$ cat src/rtl/core/sbcd_pkg.sv
// ----------------------------------------------------------------------------
// sbcd_pkg
// Types, command codes and constants shared by the servo bus command decoder.
// ----------------------------------------------------------------------------
package sbcd_pkg;

    // Default number of servos on the bus
    localparam int SERVO_COUNT_DEF = 19;

    localparam int ADDR_W  = 10;
    localparam int POS_W   = 10;
    localparam int FLAG_W  = 2;
    localparam int CMD_W   = 4;
    localparam int REPLY_W = 16;
    localparam int SEL_W   = 5;

    // Address and position constants
    localparam logic [ADDR_W-1:0] CHAIN_OFF  = 10'd1023;
    localparam logic [ADDR_W-1:0] BROADCAST  = 10'd256;
    localparam logic [POS_W-1:0]  POS_RESET  = 10'd336;
    localparam logic [POS_W-1:0]  POS_FULL   = 10'd255;

    // Reply words of the query commands
    localparam logic [REPLY_W-1:0] REPLY_NONE = 16'h0000;
    localparam logic [REPLY_W-1:0] REPLY_A    = 16'h8008;
    localparam logic [REPLY_W-1:0] REPLY_B    = 16'h8009;
    localparam logic [REPLY_W-1:0] REPLY_C    = 16'h800D;

    // Flag bits
    localparam logic [FLAG_W-1:0] FLAG_NONE    = 2'b00;
    localparam logic [FLAG_W-1:0] FLAG_ONESHOT = 2'b01;
    localparam logic [FLAG_W-1:0] FLAG_PERSIST = 2'b10;

    // Command codes
    localparam logic [CMD_W-1:0] CMD_LISTEN     = 4'd0;
    localparam logic [CMD_W-1:0] CMD_IGNORE     = 4'd1;
    localparam logic [CMD_W-1:0] CMD_ONESHOT    = 4'd2;
    localparam logic [CMD_W-1:0] CMD_SET_FLAGS  = 4'd3;
    localparam logic [CMD_W-1:0] CMD_SET_POS    = 4'd4;
    localparam logic [CMD_W-1:0] CMD_SET_CACHED = 4'd5;
    localparam logic [CMD_W-1:0] CMD_QUERY_A    = 4'd6;
    localparam logic [CMD_W-1:0] CMD_QUERY_B    = 4'd7;
    localparam logic [CMD_W-1:0] CMD_QUERY_C    = 4'd8;

    // Request types
    localparam logic REQ_BYTE = 1'b0;
    localparam logic REQ_READ = 1'b1;

    typedef enum logic [1:0] {
        ST_IDLE,
        ST_SWEEP,
        ST_OUT
    } t_state;

    typedef struct packed {
        logic              req_type;
        logic [7:0]        rx_byte;
        logic [SEL_W-1:0]  servo_select;
    } t_req;

    typedef struct packed {
        logic [REPLY_W-1:0] reply_word;
        logic [POS_W-1:0]   commanded_position;
        logic [POS_W-1:0]   cached_position;
        logic [FLAG_W-1:0]  listen_bits;
    } t_rsp;

    typedef logic [ADDR_W-1:0] t_cfg;

    // Per-command control held for the whole sweep
    typedef struct packed {
        logic [CMD_W-1:0]  cmd;
        logic [ADDR_W-1:0] arg;
        logic [ADDR_W-1:0] tgt;
        logic              tgt_en;
        logic              bcast;
    } t_sweep_ctrl;

endpackage

$ cat src/rtl/core/sbcd_sweep_unit.sv
// ----------------------------------------------------------------------------
// sbcd_sweep_unit
// Shared per-entry unit: address match for one servo and the update of its
// flags and positions for the command being executed.
// ----------------------------------------------------------------------------
module sbcd_sweep_unit #(
    parameter int IDX_W = 5
) (
    input  sbcd_pkg::t_sweep_ctrl          i_ctrl,
    input  logic [IDX_W-1:0]               i_idx,
    input  logic [sbcd_pkg::ADDR_W-1:0]    i_id_offset,
    input  logic [sbcd_pkg::FLAG_W-1:0]    i_flags,
    input  logic [sbcd_pkg::POS_W-1:0]     i_cmd_pos,
    input  logic [sbcd_pkg::POS_W-1:0]     i_cache_pos,
    output logic [sbcd_pkg::FLAG_W-1:0]    o_flags,
    output logic [sbcd_pkg::POS_W-1:0]     o_cmd_pos,
    output logic [sbcd_pkg::POS_W-1:0]     o_cache_pos,
    output logic                           o_hit
);

    logic [sbcd_pkg::ADDR_W:0] addr;
    logic                      match;
    logic                      listening;

    // Bus address of this entry; one bit wider so addresses past 1023 never match
    assign addr      = {1'b0, i_id_offset} + (sbcd_pkg::ADDR_W + 1)'(i_idx);
    assign match     = i_ctrl.tgt_en && (addr == {1'b0, i_ctrl.tgt});
    assign listening = (i_flags != sbcd_pkg::FLAG_NONE);

    // Entry update
    always_comb begin
        o_flags     = i_flags;
        o_cmd_pos   = i_cmd_pos;
        o_cache_pos = i_cache_pos;
        o_hit       = 1'b0;
        unique case (i_ctrl.cmd)
            sbcd_pkg::CMD_LISTEN: begin
                if (i_ctrl.bcast || match) o_flags = i_flags | sbcd_pkg::FLAG_PERSIST;
            end
            sbcd_pkg::CMD_IGNORE: begin
                if (i_ctrl.bcast || match) o_flags = sbcd_pkg::FLAG_NONE;
            end
            sbcd_pkg::CMD_ONESHOT: begin
                if (i_ctrl.bcast || match) o_flags = i_flags | sbcd_pkg::FLAG_ONESHOT;
            end
            sbcd_pkg::CMD_SET_FLAGS, sbcd_pkg::CMD_SET_POS, sbcd_pkg::CMD_SET_CACHED: begin
                if (i_ctrl.cmd == sbcd_pkg::CMD_SET_FLAGS) begin
                    if (i_ctrl.arg[0]) o_cmd_pos = i_cache_pos;
                    if (i_ctrl.arg[3] && listening) o_cmd_pos = sbcd_pkg::POS_FULL;
                end else if (i_ctrl.cmd == sbcd_pkg::CMD_SET_POS) begin
                    if (listening) o_cmd_pos = i_ctrl.arg;
                end else begin
                    if (listening) o_cache_pos = i_ctrl.arg;
                end
                // one-shot flags expire; the new chain servo listens once
                o_flags = i_flags & sbcd_pkg::FLAG_PERSIST;
                if (match) o_flags = sbcd_pkg::FLAG_ONESHOT;
            end
            sbcd_pkg::CMD_QUERY_A, sbcd_pkg::CMD_QUERY_B, sbcd_pkg::CMD_QUERY_C: begin
                o_hit = match;
            end
            default: begin
            end
        endcase
    end

endmodule
$ cat config.mk
export PLATFORM = sky130hd
export DESIGN_NAME = sbcd_sweep_unit
export DESIGN_NICKNAME = d
export VERILOG_FILES = /design/src/rtl/core/sbcd_pkg.sv /design/src/rtl/core/sbcd_sweep_unit.sv
export SDC_FILE = /design/constraint.sdc
export NUM_CORES = 1
export LEC_CHECK = 0
export BUFFER_PORTS_ARGS = -buffer_cell sky130_fd_sc_hd__buf_4
export CORE_MARGIN = 1
export CORE_UTILIZATION = 40
export DETAILED_ROUTE_END_ITERATION = 8
export MAX_ROUTING_LAYER = met4
export PLACE_DENSITY = 0.95
export RECOVER_POWER = 25
export SYNTH_ARGS = -nofsm -noshare
export SYNTH_HDL_FRONTEND = slang
export SYNTH_SLANG_ARGS = --single-unit
$ cat constraint.sdc
create_clock -name vclk -period 3.5
set_input_delay 0.525 -clock vclk [all_inputs]
set_output_delay 0.525 -clock vclk [all_outputs]
set_load 0.01 [all_outputs]
==> results.md <==
* Placed Area at 1630 µm²
* Final-layout fill cell count at 185
* Net Count, Synth at a little over 200
* Post-layout nets at 290
* Top-Level Pins at 86
* DP HPWL at 2800 µm
* Cells along the critical path: buf_4 > ha_1 > fa_1 > a21oi_1 > o21ai_1 > a21oi_1 > o22ai_1 > nor4_4 > mux2_4 > buf_4
* Distinct cells, synth at 39
* Number of antenna violations at the first check in global routing at 0
* Unrepaired setup endpoints after global routing: false
* Setup fix buffers added after clock tree synthesis at 0
* Hold-fix buffer count after cts at 0
* Max-cap violations at 0
* Highest clock rate at 0.301 GHz
* Via count of the first global-routing pass at roughly 1200
* Full die area at 2590 µm²
* Placement Rows at 17
* DRC violations left at 0
* Post-route worst hold slack at 1.35 ns
* Port bufs at 86
* Global-route congestion overflow total at 0
* Number of nets still failing antenna checks after routing at 0
* Outcome: finished, final reports clean
* Area fraction of the dominant cell type after synthesis at 0.130
* Static leakage power at 0.744 nW
* Class of the tightest hold or removal check: input pin to output port
* Die W at 50.9 µm
* Number of flip-flops and latches at 0
* Post-Layout Inst Area at 1610 µm²
* Total via count in the routed design at 1363
* Cell taking the most area after synthesis: sky130_fd_sc_hd__mux2_2
* Data required time at the worst endpoint at 2.97 ns
* Finish-stage setup viols at 0
* Starting utilization of the core area at 0.427
* Peak per-stage delay on the critical path at 0.41 ns
* Pre-CTS WS at 0.167 ns
* Crit-path max FO at 4
* Part of the Yosys area used for sequential elements at 0
* Starting DRC count in detailed routing at 30
* Pin count of the biggest net entering global routing at 14
* Global routing usage summed across all routing layers at 0.252
* Setup Crit Path Kind: input pin to output port
* Least setup slack across all paths after layout at 0.173 ns
* Final max-slew violation count at 0
* Gpl congestion at 0.821
* Final clock period utilization by the worst path at 0.951
* Average wire per standard cell at 13.3 µm
* Max-slew headroom at the worst pin at 0.429
* Share of cells above drive strength 1 at 0.466
* Post-DR vias/cell at around 5.5
* Synth top area cells: sky130_fd_sc_hd__mux2_2, sky130_fd_sc_hd__xnor2_1, sky130_fd_sc_hd__a21oi_1, sky130_fd_sc_hd__ha_1, sky130_fd_sc_hd__nand2_1
* Slew at the pin with the worst max-slew slack at 0.848 ns
* Fin. Hold Viols at 0
* CP Launch Type: input pin
* Footprint of the flip-flops and latches at 0 µm²
* Antenna Diode Count at 0
* Gate count after technology mapping at between 100 and 150
* Length of the first detailed-routing pass in iterations at 4
* Post-Route WL at approximately 3300 µm
* Sum of negative setup slack at 0 ns
* Core region area at 2230 µm²
* Arrival time at the worst endpoint at between 2 and 3 ns
* Number of synthesis warnings at 0
* First-pass GRT wire length at 5060 µm
* Critical path's slowest cell: sky130_fd_sc_hd__fa_1
* Clkbuf count at 0
* Area of the multi-input gates at ~920 µm²
* Power density relative to cell area at 135 nW/µm²
* Area growth from synthesis to layout at 68.9%
* Worst supply voltage drop on vdd at 0.0934 mV
* Mean area per synthesized cell at 7.02 µm²
* Type of element capturing the critical path: output port
* Syn Std Cell Area at 955 µm²
* Final Critical Period at 3.33 ns
* Cells resized by post-CTS repair at 0
* Die span in y at 50.9 µm
-- final cells by class --
class,instances,share of cell area
Timing Repair Buffer,88,0.400
Inverter,4,0.00931
Multi-Input combinational cell,127,0.569
Tap cell,28,0.0217
-- routing by layer --
| metal | up-vias | part of all wire | track usage |
|---|---|---|---|
| li1 | 684 | - | - |
| met1 | 623 | 0.39 | 0.274 |
| met2 | 52 | 0.54 | 0.507 |
| met3 | 4 | 0.058 | 0.0208 |
| met4 | 0 | 0.0091 | 0.0231 |
| met5 | - | 0 | - |
-- kinds of logic after synthesis --
group	share of synthesized area
multiplexers	0.166
XOR/XNOR	0.128
AND/OR/NAND/NOR	0.260
buffers and inverters	0.0393
adder cells (fa/ha/maj)	0.0865
AO/OA/AOI/OAI	0.320
-- power by group --
part	internal (W)	switching, W	total (W)
combinational	0.000120	0.0000981	0.000218
sequential	0	0	0
clock	0	0	0
-- layout by cell type (no fill, tap or decap), types with 4 or more instances in the layout --
cell / netlist / layout
sky130_fd_sc_hd__nand2_1: 14 / 14
sky130_fd_sc_hd__ha_1: 5 / 5
sky130_fd_sc_hd__mux2_2: 11 / 11
sky130_fd_sc_hd__o21ai_0: 6 / 7
sky130_fd_sc_hd__nor2_1: 12 / 12
sky130_fd_sc_hd__a31oi_1: 4 / 4
sky130_fd_sc_hd__o22ai_1: 5 / 5
sky130_fd_sc_hd__a21oi_1: 15 / 15
sky130_fd_sc_hd__xor2_1: 5 / 5
sky130_fd_sc_hd__buf_4: 0 / 84
sky130_fd_sc_hd__inv_1: 4 / 4
sky130_fd_sc_hd__xnor2_1: 9 / 9
sky130_fd_sc_hd__clkbuf_1: 2 / 4
sky130_fd_sc_hd__a221o_1: 5 / 5
-- through the flow --
step / cells / power, W / util
after detailed placement: 247 / 0.000220 / 0.729
after global routing: 247 / 0.000237 / 0.722
after floorplan: 136 / 0.000113 / -
after CTS: 247 / 0.000221 / 0.729
final: 247 / 0.000218 / 0.722
after global placement: 247 / 0.000214 / 0.729
-- Yosys cell counts, drive strengths merged (2+ instances only) --
cell type  number
buf             3
nand3           2
o22ai           5
mux2i           2
o32a            2
a21oi          15
nand4           2
a22oi           2
nor4            2
and3            3
a31oi           4
nor3            3
ha              5
xor2            5
nor2b           2
mux2           12
o21ai           9
xnor2           9
clkbuf          2
a221o           5
inv             4
nor2           12
nand2          14
nand3b          2
-- critical path, delay by kind of cell --
kind / cells / cell delay (ns)
buf+inv: 2 / 0.25
simple gates: 1 / 0.37
fa+ha+maj: 2 / 0.63
compound gates: 4 / 0.69
mux: 1 / 0.33
-- worst paths after layout --
check,startpoint,end,slack (ns),cells after the start
setup / recovery,i_idx[0],o_flags[0],0.17,10
hold / removal,i_cmd_pos[0],o_cmd_pos[0],1.35,4
(Power assumes the default switching activity.)
